<file path="config.mk">
export PLATFORM = sky130hd
export DESIGN_NAME = jgvc_merge
export DESIGN_NICKNAME = d
export VERILOG_FILES = /design/src/sv/joint_goto_velocity_controller_unit_macros.svh /design/src/sv/jgvc_pkg.sv /design/src/sv/jgvc_merge.sv
export SDC_FILE = /design/constraint.sdc
export NUM_CORES = 1
export LEC_CHECK = 0
export ABC_AREA = 1
export BUFFER_PORTS_ARGS = -buffer_cell sky130_fd_sc_hd__buf_2
export CAP_MARGIN = 15
export CORE_UTILIZATION = 54
export DETAILED_ROUTE_END_ITERATION = 8
export PLACE_DENSITY = 0.83
export SETUP_SLACK_MARGIN = 0.3
export SYNTH_ARGS = -nofsm -noshare
export SYNTH_HDL_FRONTEND = slang
export SYNTH_SLANG_ARGS = --single-unit
</file>
<file path="constraint.sdc">
create_clock -name clk -period 5 [get_ports clk]
set_clock_uncertainty 0.1 [all_clocks]
set_input_delay 0.25 -clock clk [delete_from_list [all_inputs] [get_ports clk]]
set_output_delay 0.25 -clock clk [all_outputs]
set_load 0.01 [all_outputs]
</file>
<file path="src/sv/joint_goto_velocity_controller_unit_macros.svh">
// Assertion helpers used by the top block to check its own control logic.
`ifndef JOINT_GOTO_VELOCITY_CONTROLLER_UNIT_MACROS_SVH
`define JOINT_GOTO_VELOCITY_CONTROLLER_UNIT_MACROS_SVH

// Property holds at every clock edge out of reset.
`define JGVC_ASSERT_HOLDS(lbl, prop, msg) \
	lbl: assert property (@(posedge clk) disable iff (!arst_n) (prop)) else $error(msg);

// Consequent holds in the cycle after the antecedent.
`define JGVC_ASSERT_NEXT(lbl, ante, cons, msg) \
	lbl: assert property (@(posedge clk) disable iff (!arst_n) (ante) |=> (cons)) else $error(msg);

`endif

</file>
<file path="src/sv/jgvc_pkg.sv">
package jgvc_pkg;

	localparam int NUM_JOINTS_DEF = 7;
	localparam int RAMP_DEPTH_DEF = 256;
	localparam int NUM_POS        = 7;

	localparam int ADDR_W = 5;
	localparam int DATA_W = 64;
	localparam int NORM_W = 35;

	localparam logic [16:0] PHASE_FULL = 17'h1_0000;
	localparam longint      Q30_ONE    = 64'sd1073741824;

	localparam longint SIN_COEF [6] = '{
		64'sd1686629713, -64'sd693598668, 64'sd85569305,
		-64'sd5026992, 64'sd172272, -64'sd3864
	};

	localparam logic FUNC_LOAD = 1'b0;
	localparam logic FUNC_TICK = 1'b1;

	localparam logic [1:0] REG_GAIN      = 2'd0;
	localparam logic [1:0] REG_SPEED_LIM = 2'd1;
	localparam logic [1:0] REG_THRESHOLD = 2'd2;
	localparam logic [1:0] REG_PHASE_STEP = 2'd3;

	// stage strobes shared by the lanes, the ramp lookup and the merge
	typedef struct packed {
		logic en_s1;
		logic en_s2;
		logic en_s3;
		logic en_s4;
	} lane_ctrl_t;

	// raised-cosine ramp entry, Q.16, from a Q.30 phase u in [0, 1)
	function automatic logic [16:0] ramp_entry(input longint u);
		longint      u2;
		longint      acc;
		logic [63:0] sq;
		int          c;
		u2  = (u * u) / Q30_ONE;
		acc = SIN_COEF[5];
		for (c = 4; c >= 0; c--) begin
			acc = SIN_COEF[c] + (u2 * acc) / Q30_ONE;
		end
		acc = (u * acc) / Q30_ONE;
		if (acc < 0) begin
			acc = 0;
		end
		if (acc > Q30_ONE) begin
			acc = Q30_ONE;
		end
		sq = 64'(acc) * 64'(acc);
		return 17'((sq + 64'h0000_0800_0000_0000) >> 44);
	endfunction

endpackage

</file>
<file path="src/sv/jgvc_merge.sv">
module jgvc_merge #(
	parameter int LANES = jgvc_pkg::NUM_JOINTS_DEF
) (
	input  logic                 clk,
	input  jgvc_pkg::lane_ctrl_t ctrl,
	input  logic [31:0]          sq [LANES],
	input  logic [32:0]          threshold,
	output logic                 reached_s4
);
	import jgvc_pkg::*;

	logic [NORM_W-1:0] sum_w;
	logic [NORM_W-1:0] norm_s3;

	always_comb begin
		sum_w = '0;
		for (int k = 0; k < LANES; k++) begin
			sum_w = sum_w + NORM_W'(sq[k]);
		end
	end

	always_ff @(posedge clk) begin
		if (ctrl.en_s3) begin
			norm_s3 <= sum_w;
		end
		if (ctrl.en_s4) begin
			reached_s4 <= (norm_s3 < NORM_W'(threshold));
		end
	end

endmodule

</file>
==> impl_metrics.tcl <==
set metrics [dict create \
    drt-wirelength-per-cell_um 10.57 \
    ir_drop_v 0.0003067 \
    cts_setup_buffers 0 \
    synthSimpleGateAreaFrac 0.1749 \
    cts_root_buf "clkbuf_16" \
    cts_resized 0 \
    remaining_drc_errors 0 \
    crit_family "adder cells" \
    grt_pass1_vias 7465 \
    via_per_inst 4.427 \
    synth_top_family_by_area "adder cells" \
    layout_min_cycle_time_ps 4048 \
    min_from "ctrl[0]" \
    cp.arrival_ps 3960 \
    syn_nets 1714 \
    syn_inst 1225 \
    grt_pass1_wl_um 30850 \
    die_h_um 131.0 \
    worst_pin_slew_ps 733.0 \
    final-instance-count-excl-fill 1709 \
    gp_congestion 0.8931 \
    synth_xor_xnor_area_share 0.01461 \
    via_count 7566 \
    yosys_warnings 0 \
    seqCellArea_um2 1081 \
    dp_cells 1701 \
    hold_buffers 0 \
    hp-class "in -> reg" \
    dr.first_iter.drc_count 298 \
    synth_area_um2 8992 \
    final_antenna_net_count 0 \
    firstDrtPassIters 5 \
    hold_ws_ps 69.16 \
    ys_seq_elements 36 \
    path_clk_slew_ps 50 \
    core_area_um2 16060 \
    htree_levels 2 \
    synth_adder_area_share 0.4478 \
    die_x_um 131.0 \
    holdPathEnd "reached_s4$_DFFE_PP_" \
    cts_buffer_depth 2 \
    powerDensity_nw_per_um2 651.8 \
    die_area_um2 17170 \
    cpMostUsedCell "nand2_1" \
    criticalPathCategory "in -> reg" \
    post-dp-hpwl_um 17000 \
    drive_above_1_share 0.1929 \
    leakage_nw 6.924 \
    rows 46 \
    max_freq_mhz 247.0 \
    wirelength_um 18060 \
    setup_violations 0 \
    synthMuxAreaShare 0 \
    tritoncts "built" \
    cts_buffers 5 \
    hold_viol 0 \
    cp-start-kind "input pin" \
    holdPathStages 1 \
    worstPathCellList "buf_2 > inv_1 > fa_1 > inv_1 > fa_1 > fa_1 > inv_1 > fa_1 > inv_1 > ha_1 > or2_1 > nand3_1 > nand2_1 > nand2_1 > nand2_2 > nand2_1 > nand2_1 > nand2_1 > nand2_1" \
    max_cap_violations 0 \
    seq_area_frac_synth 0.1202 \
    grt_max_degree 36 \
    reg2reg_from "norm_s3[26]$_DFFE_PP_" \
    final_common_cell "inv_1" \
    groute.usage.overall 0.2261 \
    path_buf_inv 5 \
    port_buffers 260 \
    crit_path_end_kind "flip-flop" \
    slowest_delay_ps 540 \
    slew_headroom 0.5114 \
    multiInputGateArea_um2 5986 \
    required_ps 4910 \
    critPathSlowestCell "fa_1" \
    layout_common_cells "inv_1 (511), nand2_1 (272), buf_2 (260), fa_1 (158), ha_1 (69)" \
    grt_antenna_before_repair 0 \
    reg2reg_depth 7 \
    post-route-period-util 0.8097 \
    status "completed" \
    fill_cells 1394 \
    r2r_setup_slack_ps 3220 \
    finalNetCount 1981 \
    synth_compound_area_frac 0.02838 \
    drv_slew 0 \
    boundaryPins 263 \
    fin_tns_setup_ps 0 \
    grt_setup_unrepaired "no" \
    antennaDiodeCount 0 \
    grt-ovfl-total 0 \
    area_growth_pct 19.03 \
    initial_utilization 0.5600 \
    reg2reg_to "reached_s4$_DFFE_PP_" \
    clk_latency_ps 280 \
    avgSynthCellArea_um2 7.341 \
    cp_max_fo 6 \
    clock_sinks 36 \
    synth_cell_types 27 \
]
[flip-flops by register name, indices dropped and copies added (netlist names)]
| signal | flops |
|---|---|
| norm_s3 | 35 |
| reached_s4 | 1 |
[worst reg2reg max path: stages, from the launching register on]
cell	delay (ps)
edfxtp_1	390
ha_1	310
nand2_1	70
nor2_1	140
nand2_1	70
nor3_1	180
a21boi_0	220
nor2_1	70
[stage by stage]
step	power [mW]	area [um^2]	setup WS (ps)	utilization
2_1_floorplan	5.226	8992	1094	-
3_3_place_gp	6.506	10560	723.9	0.6579
3_5_place_dp	6.656	10560	708.4	0.6579
4_1_cts	6.973	10700	990.8	0.6666
5_1_grt	7.973	10700	753.6	0.6666
6_report	6.977	10700	951.6	0.6666
[area by class of cell]
cell class,instances,share of cell area
Timing Repair Buffer,260,0.1216
Clock buffer,6,0.01204
Inverter,513,0.1799
Multi-Input combinational cell,676,0.5592
Clock inverter,2,0.001052
Tap cell,216,0.02525
Sequential cell,36,0.1010
[worst max-delay path by stage]
stage | to | start | depth (start not counted)
2_1_floorplan | norm_s3[32]$_DFFE_PP_ | sq[3] | 18
3_3_place_gp | norm_s3[32]$_DFFE_PP_ | sq[3] | 19
3_5_place_dp | norm_s3[32]$_DFFE_PP_ | sq[3] | 19
4_1_cts | norm_s3[32]$_DFFE_PP_ | sq[3] | 19
5_1_grt | norm_s3[31]$_DFFE_PP_ | sq[10] | 20
6_report | norm_s3[32]$_DFFE_PP_ | sq[3] | 19
[power breakdown]
group / switching [mW] / internal, mW / leakage [nW]
clock network: 0.106 / 0.183 / 0.0645
logic: 3.75 / 2.14 / 6.51
registers: 0.0581 / 0.737 / 0.352
total: 3.92 / 3.06 / 6.92
[synthesized netlist by cell type]
cell type    n  share of area
inv_1      511           0.21
nand2_1    272           0.11
fa_1       158           0.35
ha_1        69          0.096
nor2_1      53          0.022
a21oi_1     36          0.020
edfxtp_1    36           0.12
nand3_1     30          0.017
nand2_2     15          0.010
xor2_1      13          0.013
o21ai_0      5         0.0028
nor3_1       4         0.0022
and2_1       3         0.0021
nand4_1      3         0.0021
a21o_1       2         0.0017
inv_2        2        0.00084
nor2_2       2         0.0014
xnor2_1      2         0.0019
a21boi_0     1        0.00084
nand2_4      1         0.0013
nand3_2      1         0.0011
nor2_4       1         0.0013
o211ai_1     1        0.00084
o21a_1       1        0.00084
o21ai_1      1        0.00056
o21bai_1     1        0.00084
or2_1        1        0.00070
[logic make-up (layout without fill, tap and decap cells)]
logic type,count (synthesis),after routing
compound gates,48,48
xor+xnor,15,15
fa+ha+maj,227,227
buf+inv,513,781
flops,36,36
simple gates,386,386
[layer usage]
layer  share of wire  GRT usage  wire, um  vias up
li1                -          -         -     3912
met1            0.44     0.2939      7914     3434
met2            0.50     0.4136      9053      204
met3           0.052    0.02321       936       16
met4          0.0089    0.03516       161        0
met5               0          0         0        -
(Power assumes the default switching activity.)
