## config.mk

```make
export PLATFORM = sky130hd
export DESIGN_NAME = jgvc_lane
export DESIGN_NICKNAME = d
export VERILOG_FILES = /design/src/sv/joint_goto_velocity_controller_unit_macros.svh /design/src/sv/jgvc_pkg.sv /design/src/sv/jgvc_lane.sv
export SDC_FILE = /design/constraint.sdc
export NUM_CORES = 2
export LEC_CHECK = 0
export BUFFER_PORTS_ARGS = -buffer_cell sky130_fd_sc_hd__buf_4
export CAP_MARGIN = 10
export CORE_ASPECT_RATIO = 0.6
export CORE_MARGIN = 2
export CORE_UTILIZATION = 60
export CTS_BUF_LIST = sky130_fd_sc_hd__clkbuf_16
export CTS_CLUSTER_SIZE = 8
export DETAILED_ROUTE_END_ITERATION = 6
export GPL_ROUTABILITY_DRIVEN = 1
export PLACE_DENSITY = 0.76
export SYNTH_ARGS = -nofsm -noshare
export SYNTH_HDL_FRONTEND = slang
export SYNTH_SLANG_ARGS = --single-unit
```

## constraint.sdc

```tcl
create_clock -name clk -period 9.8 [get_ports clk]
set_input_delay 0.49 -clock clk [delete_from_list [all_inputs] [get_ports clk]]
set_output_delay 0.49 -clock clk [all_outputs]
set_load 0.005 [all_outputs]
```

## src/sv/joint_goto_velocity_controller_unit_macros.svh

```systemverilog
// Assertion helpers used by the top block to check its own control logic.
`ifndef JOINT_GOTO_VELOCITY_CONTROLLER_UNIT_MACROS_SVH
`define JOINT_GOTO_VELOCITY_CONTROLLER_UNIT_MACROS_SVH

// Property holds at every clock edge out of reset.
`define JGVC_ASSERT_HOLDS(lbl, prop, msg) \
	lbl: assert property (@(posedge clk) disable iff (!arst_n) (prop)) else $error(msg);

// Consequent holds in the cycle after the antecedent.
`define JGVC_ASSERT_NEXT(lbl, ante, cons, msg) \
	lbl: assert property (@(posedge clk) disable iff (!arst_n) (ante) |=> (cons)) else $error(msg);

`endif

```

## src/sv/jgvc_pkg.sv

```systemverilog
package jgvc_pkg;

	localparam int NUM_JOINTS_DEF = 7;
	localparam int RAMP_DEPTH_DEF = 256;
	localparam int NUM_POS        = 7;

	localparam int ADDR_W = 5;
	localparam int DATA_W = 64;
	localparam int NORM_W = 35;

	localparam logic [16:0] PHASE_FULL = 17'h1_0000;
	localparam longint      Q30_ONE    = 64'sd1073741824;

	localparam longint SIN_COEF [6] = '{
		64'sd1686629713, -64'sd693598668, 64'sd85569305,
		-64'sd5026992, 64'sd172272, -64'sd3864
	};

	localparam logic FUNC_LOAD = 1'b0;
	localparam logic FUNC_TICK = 1'b1;

	localparam logic [1:0] REG_GAIN      = 2'd0;
	localparam logic [1:0] REG_SPEED_LIM = 2'd1;
	localparam logic [1:0] REG_THRESHOLD = 2'd2;
	localparam logic [1:0] REG_PHASE_STEP = 2'd3;

	// stage strobes shared by the lanes, the ramp lookup and the merge
	typedef struct packed {
		logic en_s1;
		logic en_s2;
		logic en_s3;
		logic en_s4;
	} lane_ctrl_t;

	// raised-cosine ramp entry, Q.16, from a Q.30 phase u in [0, 1)
	function automatic logic [16:0] ramp_entry(input longint u);
		longint      u2;
		longint      acc;
		logic [63:0] sq;
		int          c;
		u2  = (u * u) / Q30_ONE;
		acc = SIN_COEF[5];
		for (c = 4; c >= 0; c--) begin
			acc = SIN_COEF[c] + (u2 * acc) / Q30_ONE;
		end
		acc = (u * acc) / Q30_ONE;
		if (acc < 0) begin
			acc = 0;
		end
		if (acc > Q30_ONE) begin
			acc = Q30_ONE;
		end
		sq = 64'(acc) * 64'(acc);
		return 17'((sq + 64'h0000_0800_0000_0000) >> 44);
	endfunction

endpackage

```

## src/sv/jgvc_lane.sv

```systemverilog
module jgvc_lane (
	input  logic                 clk,
	input  jgvc_pkg::lane_ctrl_t ctrl,
	input  logic                 target_we,
	input  logic signed [15:0]   goal_pos,
	input  logic signed [15:0]   pos,
	input  logic [15:0]          gain,
	input  logic [14:0]          speed_lim,
	input  logic [16:0]          ramp,
	input  logic                 ramping,
	output logic [31:0]          sq_s2,
	output logic signed [15:0]   vel_s4
);
	import jgvc_pkg::*;

	logic signed [15:0] target_q;
	logic signed [15:0] pos_s1;
	logic [31:0]        prod_s2;
	logic               neg_s2;
	logic [20:0]        scaled_s3;
	logic               neg_s3;

	logic signed [16:0] err_w;
	logic [16:0]        err_neg_w;
	logic [15:0]        mag_w;
	logic [47:0]        ramped_w;
	logic [47:0]        ramped_rnd_w;
	logic [32:0]        plain_rnd_w;
	logic [20:0]        scaled_w;
	logic [14:0]        clamp_w;

	assign err_w     = {target_q[15], target_q} - {pos_s1[15], pos_s1};
	assign err_neg_w = 17'(-err_w);
	assign mag_w     = err_w[16] ? err_neg_w[15:0] : err_w[15:0];

	assign ramped_w     = {16'b0, prod_s2} * {31'b0, ramp};
	assign ramped_rnd_w = ramped_w + 48'h0000_0800_0000;
	assign plain_rnd_w  = {1'b0, prod_s2} + 33'h0_0000_0800;
	assign scaled_w     = ramping ? 21'(ramped_rnd_w >> 28) : 21'(plain_rnd_w >> 12);

	assign clamp_w = (scaled_s3 > {6'b0, speed_lim}) ? speed_lim : scaled_s3[14:0];

	always_ff @(posedge clk) begin
		if (target_we) begin
			target_q <= goal_pos;
		end
		if (ctrl.en_s1) begin
			pos_s1 <= pos;
		end
		if (ctrl.en_s2) begin
			prod_s2 <= {16'b0, mag_w} * {16'b0, gain};
			sq_s2   <= {16'b0, mag_w} * {16'b0, mag_w};
			neg_s2  <= err_w[16];
		end
		if (ctrl.en_s3) begin
			scaled_s3 <= scaled_w;
			neg_s3    <= neg_s2;
		end
		if (ctrl.en_s4) begin
			vel_s4 <= neg_s3 ? -$signed({1'b0, clamp_w}) : $signed({1'b0, clamp_w});
		end
	end

endmodule

```

==> key figures <==
Outcome
  • Outcome: finished, final reports clean

Worst setup path
  • Cell with the largest stage delay on the worst path: sky130_fd_sc_hd__fa_1
  • CP required: around 10 ns
  • Slowest cell delay on critical path: 0.53 ns
  • Path type of the worst setup path: reg -> reg
  • CP Max Fanout: 31
  • Crit-path most repeated cell: sky130_fd_sc_hd__fa_1
  • Family with the most delay on the worst path: adder cells
  • Data arrival time of the critical path: approximately 9.4 ns
  • Type of element capturing the critical path: flip-flop
  • Kind of start point of the critical path: flip-flop
  • CP bufs+invs: 4

Flow run
  • # Max-Cap Violations: 0

Synth
  • Most common library cells after synthesis: sky130_fd_sc_hd__inv_1 (965), sky130_fd_sc_hd__fa_1 (804), sky130_fd_sc_hd__nand2_1 (619), sky130_fd_sc_hd__ha_1 (378), sky130_fd_sc_hd__and2_1 (307)
  • Total of flip-flops plus latches after synthesis: 134
  • Post-synthesis sequential area ratio: about a tenth
  • Post-synth design cell area: a little under 40000 µm²
  • Portion of synthesized cell area occupied by the leading cell type: around two fifths
  • Number of nets produced by synthesis: around 5400
  • Average cell area after synthesis: between 9 and 10 µm²
  • Most common cell in the synthesized netlist: sky130_fd_sc_hd__inv_1
  • Synth top area cells: sky130_fd_sc_hd__fa_1 (42%), sky130_fd_sc_hd__ha_1 (12%), sky130_fd_sc_hd__edfxtp_1 (10%)
  • Count of warnings emitted by yosys: 0
  • Async set-or-reset flop fraction in the synthesized netlist: 0%
  • Post-Syn Instances: between 4000 and 5000
  • Main synth FF type: sky130_fd_sc_hd__edfxtp_1
  • Synth area leader: sky130_fd_sc_hd__fa_1
  • Number of different library cells in the post-synthesis netlist: between 80 and 90
  • Number of enable flip-flop cells after synthesis: ~130

Global routing
  • Antenna violations before repair: 0
  • Number of global-route vias before repair: slightly below 30000
  • Grt total ovfl: 0
  • Wire length of the first global-routing pass: 155000 µm
  • Pin count of the biggest net entering global routing: 65
  • Global router's overall resource usage: about 29%

Cells and area
  • Number of filler cells placed in the layout: ~5300
  • Layout cells sized above 1: slightly above 6%
  • Non-filler instance count after layout: 5050
  • Diodes inserted: 0
  • # nets final: 5455
  • Post-synthesis to final-layout area growth: 5.79%

Placement
  • Count of input and output buffers: 133
  • Placed wire-length estimate after detailed placement: 71300 µm
  • Final Wtd Congestion: 0.917
  • Cell count after placement: ~5000
  • Minimum setup slack after placement: around 0.74 ns

Timing
  • Final setup violation count: 0
  • Max-Slew Margin vs Limit: 22.7%
  • Final worst slack: 0.592 ns
  • Max Transition Viols Final: 0
  • Unrepaired setup endpoints after global routing: false
  • Tmin final: 9.21 ns
  • Transition time of the tightest slew-check pin: roughly 1.2 ns
  • Final Hold Violating Endpoints: 0
  • Achievable Freq: 0.109 GHz
  • Clk_skew: approximately 0.015 ns
  • Post-Route Setup TNS: 0 ns
  • Hold Worst Slack: slightly below 0.2 ns
  • Portion of the clock cycle consumed by the worst path in the final layout: roughly 94%

Floorplanning
  • Chip Height: 201 µm
  • Initial Utilization: 60.3%
  • Site row count: 72
  • Total I/O pin count: between 100 and 150
  • Horizontal die dimension: between 300 and 400 µm
  • Core footprint: 64100 µm²
  • Die footprint: 66600 µm²

Clock tree
  • CTS buffer count: 17
  • CTS tree: built
  • Clk pin slew, worst setup/hold paths: approximately 0.07 ns
  • Clock latency reported for the late side of the worst-skew pair: 0.47 ns
  • Root Buffer: sky130_fd_sc_hd__clkbuf_16
  • Post-CTS setup repair buffer count: 0
  • Number of sinks driven by the clock tree: 134
  • Max Root-Sink Buffers: 2
  • Max H-tree Level: 4
  • Hold bufs inserted after CTS: 0
  • Post-cts gate resize count: 0

Route
  • Number of vias after detailed routing: 27970
  • First-pass detailed-route iteration total: 7
  • Number of vias per cell: roughly 5.5
  • WL/cell: between 15 and 20 µm
  • Iteration-0 DRC count of the detailed router: about 2300
  • Wirelength, routed: between 90000 and 100000 µm
  • Post-route DRC violation count: 0
  • Number of antenna-violating nets in the routed design: 0

Hold path
  • Type of the tightest min-delay check: in -> reg
==> worst paths after layout <==
kind / from / slack, ns / endpoint / cells past startpoint
worst min-delay path: pos[11] / 0.20 / pos_s1[11] / 1
worst min register to register: scaled_s3[0] / 0.68 / vel_s4[0] / 1
worst max-delay path: pos_s1[0] / 0.59 / prod_s2[30] / 31
worst max register to register: pos_s1[0] / 0.59 / prod_s2[30] / 31
==> cell type report <==
type                       instances  area, µm²  share of cell area (%)
multi-input combinational       2889      30300                    74.1
sequential                       134       4020                    9.83
inverter                         971       3640                    8.90
timing repair buffer             173       1300                    3.17
tap                              851       1060                    2.60
clock buffer                      17        425                    1.04
clock inverter                    15        135                   0.330
==> per-layer routing <==
metal	global-route usage [%]	vias up	part of all wire, %
li1	-	12592	-
met1	44.4	14011	45
met2	42.8	1248	42
met3	7.94	119	11
met4	6.09	0	1.5
met5	0	-	0
==> worst reg2reg max path: cells and delay by family (launching register included) <==
| kind | cells | cell delay, ns |
|---|---|---|
| adder cells (fa/ha/maj) | 9 | 4.03 |
| AND/OR/NAND/NOR | 4 | 0.70 |
| flip-flops | 1 | 0.37 |
| XOR/XNOR | 2 | 0.34 |
| multiplexers | 1 | 0.16 |
| buffers and inverters | 4 | 0.59 |
| AO/OA/AOI/OAI | 11 | 2.76 |
==> stage by stage <==
stage                     cell area, µm²  util (%)
after floorplan                    38700         -
after global placement             40400      62.9
after detailed placement           40400      62.9
after CTS                          40900      63.8
after global routing               40900      63.8
final                              40900      63.8
==> flip-flops by register name, summed over array words and instances (netlist names) <==
register	count
pos_s1	16
scaled_s3	21
prod_s2	32
sq_s2	31
target_q	16
neg_s2	1
vel_s4	16
neg_s3	1
==> cells in the final DEF, fill, tap and decap left out, types with 6 or more instances in the layout <==
cell,instances
sky130_fd_sc_hd__and2_1,307
sky130_fd_sc_hd__and3_1,18
sky130_fd_sc_hd__xnor2_2,7
sky130_fd_sc_hd__buf_4,173
sky130_fd_sc_hd__mux2_2,6
sky130_fd_sc_hd__nand3_1,27
sky130_fd_sc_hd__fa_1,804
sky130_fd_sc_hd__a211oi_1,15
sky130_fd_sc_hd__clkbuf_16,17
sky130_fd_sc_hd__o211ai_1,13
sky130_fd_sc_hd__nor2_1,119
sky130_fd_sc_hd__nor4_1,7
sky130_fd_sc_hd__a21oi_1,107
sky130_fd_sc_hd__o21ai_0,48
sky130_fd_sc_hd__xnor2_1,80
sky130_fd_sc_hd__o21a_1,19
sky130_fd_sc_hd__xor2_1,51
sky130_fd_sc_hd__nand2_1,619
sky130_fd_sc_hd__a31oi_1,14
sky130_fd_sc_hd__inv_1,965
sky130_fd_sc_hd__ha_1,378
sky130_fd_sc_hd__mux2i_1,15
sky130_fd_sc_hd__a21o_1,48
sky130_fd_sc_hd__nand4_1,18
sky130_fd_sc_hd__edfxtp_1,134
sky130_fd_sc_hd__nor2b_1,22
sky130_fd_sc_hd__nor3_1,24
sky130_fd_sc_hd__or3_1,7
sky130_fd_sc_hd__o31ai_1,7
sky130_fd_sc_hd__o21bai_1,14
sky130_fd_sc_hd__nand2b_1,12
==> cells by family after synthesis <==
group,synth area share [%]
adder cells (fa/ha/maj),53.8
multiplexers,0.627
XOR/XNOR,3.35
buffers and inverters,11.3
other,0.00969
AO/OA/AOI/OAI,5.77
AND/OR/NAND/NOR,14.7
flip-flops,10.4
Power is left out: the tool's default activity adds up to more than one toggle a clock period on the data nets, which glitch-free logic cannot reach.
